`src/rtl/wpms_pkg.sv`:
```
// Shared types, constants and lamp-pattern helper for the wiper press-mode sequencer.
// No dependencies; imported by every module of the block.
package wpms_pkg;

  localparam int PRESS_W = 24;
  localparam int UNIT_W  = 16;
  localparam int TIMER_W = 20;
  localparam int SPEED_W = 2;
  localparam int PHASE_W = 2;
  localparam int LAMP_W  = 4;
  localparam int ADDR_W  = 3;
  localparam int DATA_W  = 32;

  localparam logic [PRESS_W-1:0] PRESS_MAX        = '1;
  localparam logic [PRESS_W-1:0] LONG_PRESS_RESET = PRESS_W'(50000);
  localparam logic [UNIT_W-1:0]  PHASE_UNIT_RESET = UNIT_W'(1000);
  localparam logic [SPEED_W-1:0] SPEED_TOP        = SPEED_W'(3);

  // Register indexes (byte address / 4)
  localparam logic REG_LONG_PRESS = 1'b0;
  localparam logic REG_PHASE_UNIT = 1'b1;

  localparam logic [LAMP_W-1:0] LAMP_OFF = 4'h0;
  localparam logic [LAMP_W-1:0] LAMP_RED = 4'h4;

  // Wiper state after the button has been judged for the current beat
  typedef struct packed {
    logic                wiper_on;
    logic [SPEED_W-1:0]  speed;
  } wiper_state_t;

  function automatic logic [LAMP_W-1:0] lamp_pattern(input logic [PHASE_W-1:0] ph);
    logic [LAMP_W-1:0] lp;
    case (ph)
      2'd0:    lp = 4'h5;
      2'd1:    lp = 4'h6;
      2'd2:    lp = 4'hC;
      default: lp = 4'h6;
    endcase
    return lp;
  endfunction

endpackage

```
`src/rtl/wpms_press.sv`:
```
// Press timer and judge: counts held ticks, toggles the wiper and steps the speed.
// Depends on wpms_pkg.
module wpms_press import wpms_pkg::*; (
  input  logic               clk,
  input  logic               rst_n,
  input  logic               advance,
  input  logic               button_level,
  input  logic [PRESS_W-1:0] long_press_ticks,
  output wiper_state_t       st_nxt
);

  logic [PRESS_W-1:0] press_length_r, press_length_nxt;
  wiper_state_t       st_r;

  always_comb begin
    press_length_nxt = press_length_r;
    st_nxt           = st_r;
    if (button_level) begin
      if (press_length_r != PRESS_MAX) press_length_nxt = press_length_r + 1'b1;
    end else if (press_length_r != '0) begin
      press_length_nxt = '0;
      if (press_length_r > long_press_ticks) begin
        st_nxt.wiper_on = !st_r.wiper_on;
        if (!st_r.wiper_on) st_nxt.speed = '0;
      end else if (press_length_r < long_press_ticks && st_r.wiper_on) begin
        st_nxt.speed = (st_r.speed == SPEED_TOP) ? SPEED_W'(1) : st_r.speed + 1'b1;
      end
    end
  end

  always_ff @(posedge clk) begin
    if (!rst_n) begin
      press_length_r <= '0;
      st_r           <= '0;
    end else if (advance) begin
      press_length_r <= press_length_nxt;
      st_r           <= st_nxt;
    end
  end

endmodule

```
`src/rtl/wpms_lamp.sv`:
```
// Lamp phase sequencer: phase counter and phase timer scaled by speed squared.
// Depends on wpms_pkg.
module wpms_lamp import wpms_pkg::*; (
  input  logic               clk,
  input  logic               rst_n,
  input  logic               advance,
  input  wiper_state_t       st,
  input  logic [UNIT_W-1:0]  phase_unit_ticks,
  output logic [LAMP_W-1:0]  lamps
);

  logic [PHASE_W-1:0] phase_r, phase_nxt;
  logic [TIMER_W-1:0] timer_r, timer_nxt;
  logic [TIMER_W-1:0] unit_ext, len, len_fix, cur;

  // speed^2 * unit with shifts and adds: 1, 4 or 9 times the unit
  always_comb begin
    unit_ext = TIMER_W'(phase_unit_ticks);
    case (st.speed)
      2'd2:    len = unit_ext << 2;
      2'd3:    len = (unit_ext << 3) + unit_ext;
      default: len = unit_ext;
    endcase
    len_fix = (len == '0) ? TIMER_W'(1) : len;
    cur     = (timer_r == '0) ? len_fix : timer_r;
  end

  always_comb begin
    lamps     = LAMP_OFF;
    phase_nxt = '0;
    timer_nxt = '0;
    if (st.wiper_on) begin
      if (st.speed == '0) begin
        lamps = LAMP_RED;
      end else begin
        lamps     = lamp_pattern(phase_r);
        timer_nxt = cur - 1'b1;
        phase_nxt = (cur == TIMER_W'(1)) ? phase_r + 1'b1 : phase_r;
      end
    end
  end

  always_ff @(posedge clk) begin
    if (!rst_n) begin
      phase_r <= '0;
      timer_r <= '0;
    end else if (advance) begin
      phase_r <= phase_nxt;
      timer_r <= timer_nxt;
    end
  end

endmodule

```
`src/rtl/wiper_press_mode_sequencer_core.sv`:
```
// Pipeline: input register, then result register, between input beat and result beat.
// Throughput: one beat per cycle while out_ready stays high; a stall holds both stages.
// Reset (rst_n, synchronous, active low): wiper off, speed 0, press timer, phase and
// phase timer cleared, both pipeline stages empty, registers at 50000 and 1000.
// The rate is set by the single state update per beat in the press and lamp units.
// Depends on wpms_pkg, wpms_press and wpms_lamp.
module wiper_press_mode_sequencer_core import wpms_pkg::*; (
  input  logic               clk,
  input  logic               rst_n,
  // input channel
  input  logic               in_valid,
  output logic               in_ready,
  input  logic               in_button_level,
  // result channel
  output logic               out_valid,
  input  logic               out_ready,
  output logic [LAMP_W-1:0]  out_lamps,
  output logic               out_wiper_enabled,
  output logic [SPEED_W-1:0] out_speed_level,
  // configuration port
  input  logic               cfg_psel,
  input  logic               cfg_penable,
  input  logic               cfg_pwrite,
  input  logic [ADDR_W-1:0]  cfg_paddr,
  input  logic [DATA_W-1:0]  cfg_pwdata,
  output logic [DATA_W-1:0]  cfg_prdata,
  output logic               cfg_pready
);

  // Configuration registers
  logic [PRESS_W-1:0] long_press_r;
  logic [UNIT_W-1:0]  phase_unit_r;
  logic               cfg_index;
  logic               cfg_wr;

  // Input stage
  logic               in_valid_r;
  logic               in_button_r;
  logic               advance;

  // Result stage
  logic               out_valid_r;
  logic [LAMP_W-1:0]  out_lamps_r;
  logic               out_wiper_r;
  logic [SPEED_W-1:0] out_speed_r;

  wiper_state_t       st_nxt;
  logic [LAMP_W-1:0]  lamps_nxt;

  assign cfg_pready = 1'b1;
  assign cfg_index  = cfg_paddr[2];
  assign cfg_wr     = cfg_psel && cfg_penable && cfg_pwrite;

  always_comb begin
    unique case (cfg_index)
      REG_LONG_PRESS: cfg_prdata = DATA_W'(long_press_r);
      REG_PHASE_UNIT: cfg_prdata = DATA_W'(phase_unit_r);
      default:        cfg_prdata = '0;
    endcase
  end

  always_ff @(posedge clk) begin
    if (!rst_n) begin
      long_press_r <= LONG_PRESS_RESET;
      phase_unit_r <= PHASE_UNIT_RESET;
    end else if (cfg_wr) begin
      unique case (cfg_index)
        REG_LONG_PRESS: long_press_r <= cfg_pwdata[PRESS_W-1:0];
        REG_PHASE_UNIT: phase_unit_r <= cfg_pwdata[UNIT_W-1:0];
        default: ;
      endcase
    end
  end

  // Advance the held beat whenever the result register is free or being drained
  assign advance  = in_valid_r && (!out_valid_r || out_ready);
  assign in_ready = !in_valid_r || advance;

  always_ff @(posedge clk) begin
    if (!rst_n) begin
      in_valid_r <= 1'b0;
    end else if (in_ready) begin
      in_valid_r <= in_valid;
    end
  end

  always_ff @(posedge clk) begin
    if (in_valid && in_ready) in_button_r <= in_button_level;
  end

  // Button is judged first; the lamp unit sees the updated wiper state
  wpms_press u_press (
    .clk              (clk),
    .rst_n            (rst_n),
    .advance          (advance),
    .button_level     (in_button_r),
    .long_press_ticks (long_press_r),
    .st_nxt           (st_nxt)
  );

  wpms_lamp u_lamp (
    .clk              (clk),
    .rst_n            (rst_n),
    .advance          (advance),
    .st               (st_nxt),
    .phase_unit_ticks (phase_unit_r),
    .lamps            (lamps_nxt)
  );

  always_ff @(posedge clk) begin
    if (!rst_n) begin
      out_valid_r <= 1'b0;
    end else if (advance) begin
      out_valid_r <= 1'b1;
    end else if (out_ready) begin
      out_valid_r <= 1'b0;
    end
  end

  // Speed reads zero while the wiper is off
  always_ff @(posedge clk) begin
    if (advance) begin
      out_lamps_r <= lamps_nxt;
      out_wiper_r <= st_nxt.wiper_on;
      out_speed_r <= st_nxt.wiper_on ? st_nxt.speed : '0;
    end
  end

  assign out_valid         = out_valid_r;
  assign out_lamps         = out_lamps_r;
  assign out_wiper_enabled = out_wiper_r;
  assign out_speed_level   = out_speed_r;

endmodule

```
`config.mk`:
```
export PLATFORM = sky130hd
export DESIGN_NAME = wiper_press_mode_sequencer_core
export DESIGN_NICKNAME = d
export VERILOG_FILES = /design/src/rtl/wpms_pkg.sv /design/src/rtl/wpms_press.sv /design/src/rtl/wpms_lamp.sv /design/src/rtl/wiper_press_mode_sequencer_core.sv
export SDC_FILE = /design/constraint.sdc
export NUM_CORES = 1
export LEC_CHECK = 0
export ABC_AREA = 1
export BUFFER_PORTS_ARGS = -buffer_cell sky130_fd_sc_hd__buf_2
export CORE_MARGIN = 5
export CORE_UTILIZATION = 25
export DETAILED_ROUTE_END_ITERATION = 8
export PLACE_DENSITY = 0.38
export SYNTH_ARGS = -nofsm -noshare
export SYNTH_HDL_FRONTEND = slang
export SYNTH_SLANG_ARGS = --single-unit
```
`constraint.sdc`:
```
create_clock -name clk -period 3.85 [get_ports clk]
set_input_delay 0.1925 -clock clk [delete_from_list [all_inputs] [get_ports clk]]
set_output_delay 0.1925 -clock clk [all_outputs]
set_load 0.02 [all_outputs]
```
==> impl_results.md <==
* Clk sinks at 99
* Antenna cells at 0
* Buffers on Ports at 65
* Register bit total from synthesis at 99
* First-pass GRT wire length at 36.09 mm
* Syn. warnings at 0
* Setup tns final at 0 ns
* CP max-delay cell: dfxtp_2
* Worst hold path class: in -> reg
* DRT Pass-1 Iters at 5
* Row count at 60
* Clk slew on worst S/H paths at 0.08 ns
* Sw Ratio at 0.3321
* Post-synth top area cell: dfxtp_1
* Post-synth ARST share at 0
* Num CTS Buffers at 9
* Internal power at 0.001819 W
* Placed instance count at 1479
* Root Buffer: clkbuf_16
* Setup crit start: long_press_r[13]
* Die width at 174.7 microns
* Max Cap Violations at 0
* Outcome: finished, final reports clean
* DR iter-0 viols at 349
* CTS tree: done
* Core Region at 0.02680 sq mm
* Fin Hold WS at 0.01361 ns
* Fillers at 2948
* Yosys top cell area share at 0.2688
* Worst-Margin Slew at 0.7035 ns
* Syn_area_per_cell at 6.587 sq um
* Detailed placement HPWL at 17.88 mm
* Non-filler cells, final at 1510
* GRT Total Usage at 0.1472
* Critical R2R Launch: long_press_r[13]
* Share of cells above drive strength 1 at 0.2472
* Setup Skew at 0.01255 ns
* Sequential-to-total area share from yosys stat at 0.3042
* Final setup vio count at 0
* Design area at 0.008770 sq mm
* Post-Syn Area at 0.006778 sq mm
* Achievable Freq at 264.1 MHz
* CP Class: reg -> reg
* Gate Count Post-Synth at 1029
* HP Start: in_button_level
* Yosys cell types at 48
* Flop pwr share at 0.398
* Clock power share at 0.353
* EDFF count, synth at 8
* DIE HEIGHT at 174.7 microns
* Crit-path most repeated cell: nand2_4
* Most frequent cell after synthesis: nand2_1
* Ports at 85
* Vias in the first global route at 6654
* Reported net switching power at 0.0009046 W
* Routed wire per std cell at 15.12 microns
* Die ar. at 0.03050 sq mm
* CP arrival at 4.07 ns
* Fin nets at 1253
* Max FO, Critical Path at 4
* Worst vdd ir at 0.1817 mV
* Total power at 0.002724 W
* Starting Density at 0.2529
* Pwr Density at 310.6 mW/mm^2
* Lkg Pwr at 4.012 nW
* Comb pwr share at 0.249
* Req. time, crit path at 4.14 ns
* Residual DRC at 0
* Vias at 6878
* Tcrit/Tclk final at 0.9835
* Slew margin rel. at 0.5310
* CTS max path bufs at 2
* Crit end category: flip-flop
* H-Tree Level Count at 3
* Final ANT Viol Nets at 0
* Prevailing post-synth register cell: dfxtp_1
* Worst skew pair latency at 0.36 ns
* CP Launch Type: flip-flop
* RSZ-0062 raised after global routing: true
* P&R area growth vs syn at 29.39%
* RD Place Congestion at 0.7951
* Pin count of the biggest net entering global routing at 41
* Global route overflow at 0
* Max Slew Vio Count at 0
* Post-DP Area at 0.007943 sq mm
* Hold buffer count at cts at 0
* Routed wire length at 22.83 mm
* Initial antenna violation count at 0
* Max incr delay on CP at 0.34 ns
* Top cells by count, synth: nand2_1 (238), inv_1 (130), nor2_1 (113)
* Final Hold Fails at 0
* Synth area leaders: dfxtp_1 (27%), nand2_1 (13%), ha_1 (8.3%), inv_1 (7.2%), a21oi_1 (7.0%)
* Minimum clock period at 3.787 ns
* Vias per cell at 4.555
==> metal layers <==
metal  global-route usage  wire, microns
met1               0.1956          10910
met4              0.02913            172
met5                    0              0
met3              0.01752            434
met2               0.2586          11320
==> worst max-delay path: cells and delay by family, from the launching register on <==
family	cells	cell delay [ns]
compound gates	3	0.35
simple gates	23	2.37
fa+ha+maj	2	0.41
buf+inv	2	0.25
flops	1	0.34
==> through the flow <==
step	utilization	worst slack, ns
final	0.3272	0.06349
after global placement	0.2964	-0.04477
after detailed placement	0.2964	-0.03642
after global routing	0.3272	-0.2468
after CTS	0.3085	0.008095
after floorplan	-	0.4977
==> path summary, 6_finish.rpt <==
path	end	slack [ns]	cells past startpoint
max	u_lamp.timer_r[16]	0.06	30
min	in_button_r	0.01	1
max reg2reg	u_lamp.timer_r[16]	0.06	30
min reg2reg	u_lamp.timer_r[15]	0.47	2
==> sequential cells by signal, indices dropped and copies added, names as in the netlist <==
name                    flops
phase_unit_r               16
in_button_r                 1
out_speed_level             2
out_valid                   1
long_press_r               24
u_press.press_length_r     24
u_lamp.timer_r             20
out_lamps                   4
out_wiper_enabled           1
in_valid_r                  1
u_press.st_r                3
u_lamp.phase_r              2
==> timing repair <==
item                       in CTS  in global routing
setup endpoints to repair       5                 20
resized for setup               1                 91
pin swaps                       1                 49
cloned                          0                  3
buffers inserted                1                 12
==> area by class of cell <==
class,count,area [sq um],share of cell area
inverter,138,523.0,0.05964
multi-input combinational,762,4364,0.4976
clock inverter,6,51.30,0.005850
tap,341,426.7,0.04865
timing repair buffer,154,1077,0.1228
clock buffer,10,250.2,0.02853
sequential,99,2077,0.2368
==> power by group through the flow <==
stage	combinational, W	clock (W)	sequential (W)
6_report	0.000679	0.000961	0.00108
5_1_grt	0.000756	0.00103	0.00109
3_3_place_gp	0.000622	0	0.00111
4_1_cts	0.000624	0.000993	0.00108
2_1_floorplan	0.000385	0	0.00111
3_5_place_dp	0.000618	0	0.00111
==> cell families (layout without fill, tap and decap cells) <==
| family | Yosys count | after routing | synth area share |
|---|---|---|---|
| xor gates and xnor gates | 17 | 17 | 0.02197 |
| adders and majority gates | 46 | 46 | 0.08603 |
| buffers and inverters | 175 | 308 | 0.1045 |
| other | 2 | 9 | 0.001108 |
| and+or+nand+nor | 487 | 487 | 0.3205 |
| DFF | 99 | 99 | 0.3042 |
| AOI/OAI and AO/OA | 203 | 203 | 0.1617 |
==> cells in the final DEF, fill, tap and decap left out, drive strengths merged, types with 12 or more instances in the layout <==
master	Yosys	layout
ha	45	45
nor2	120	120
inv	137	141
dfxtp	91	91
a21oi	101	101
clkbuf	24	12
xor2	13	13
buf	13	152
o21ai	81	81
nand3	70	70
nand2	248	248
nand4	18	18
Power figures use the tool's default switching activity.
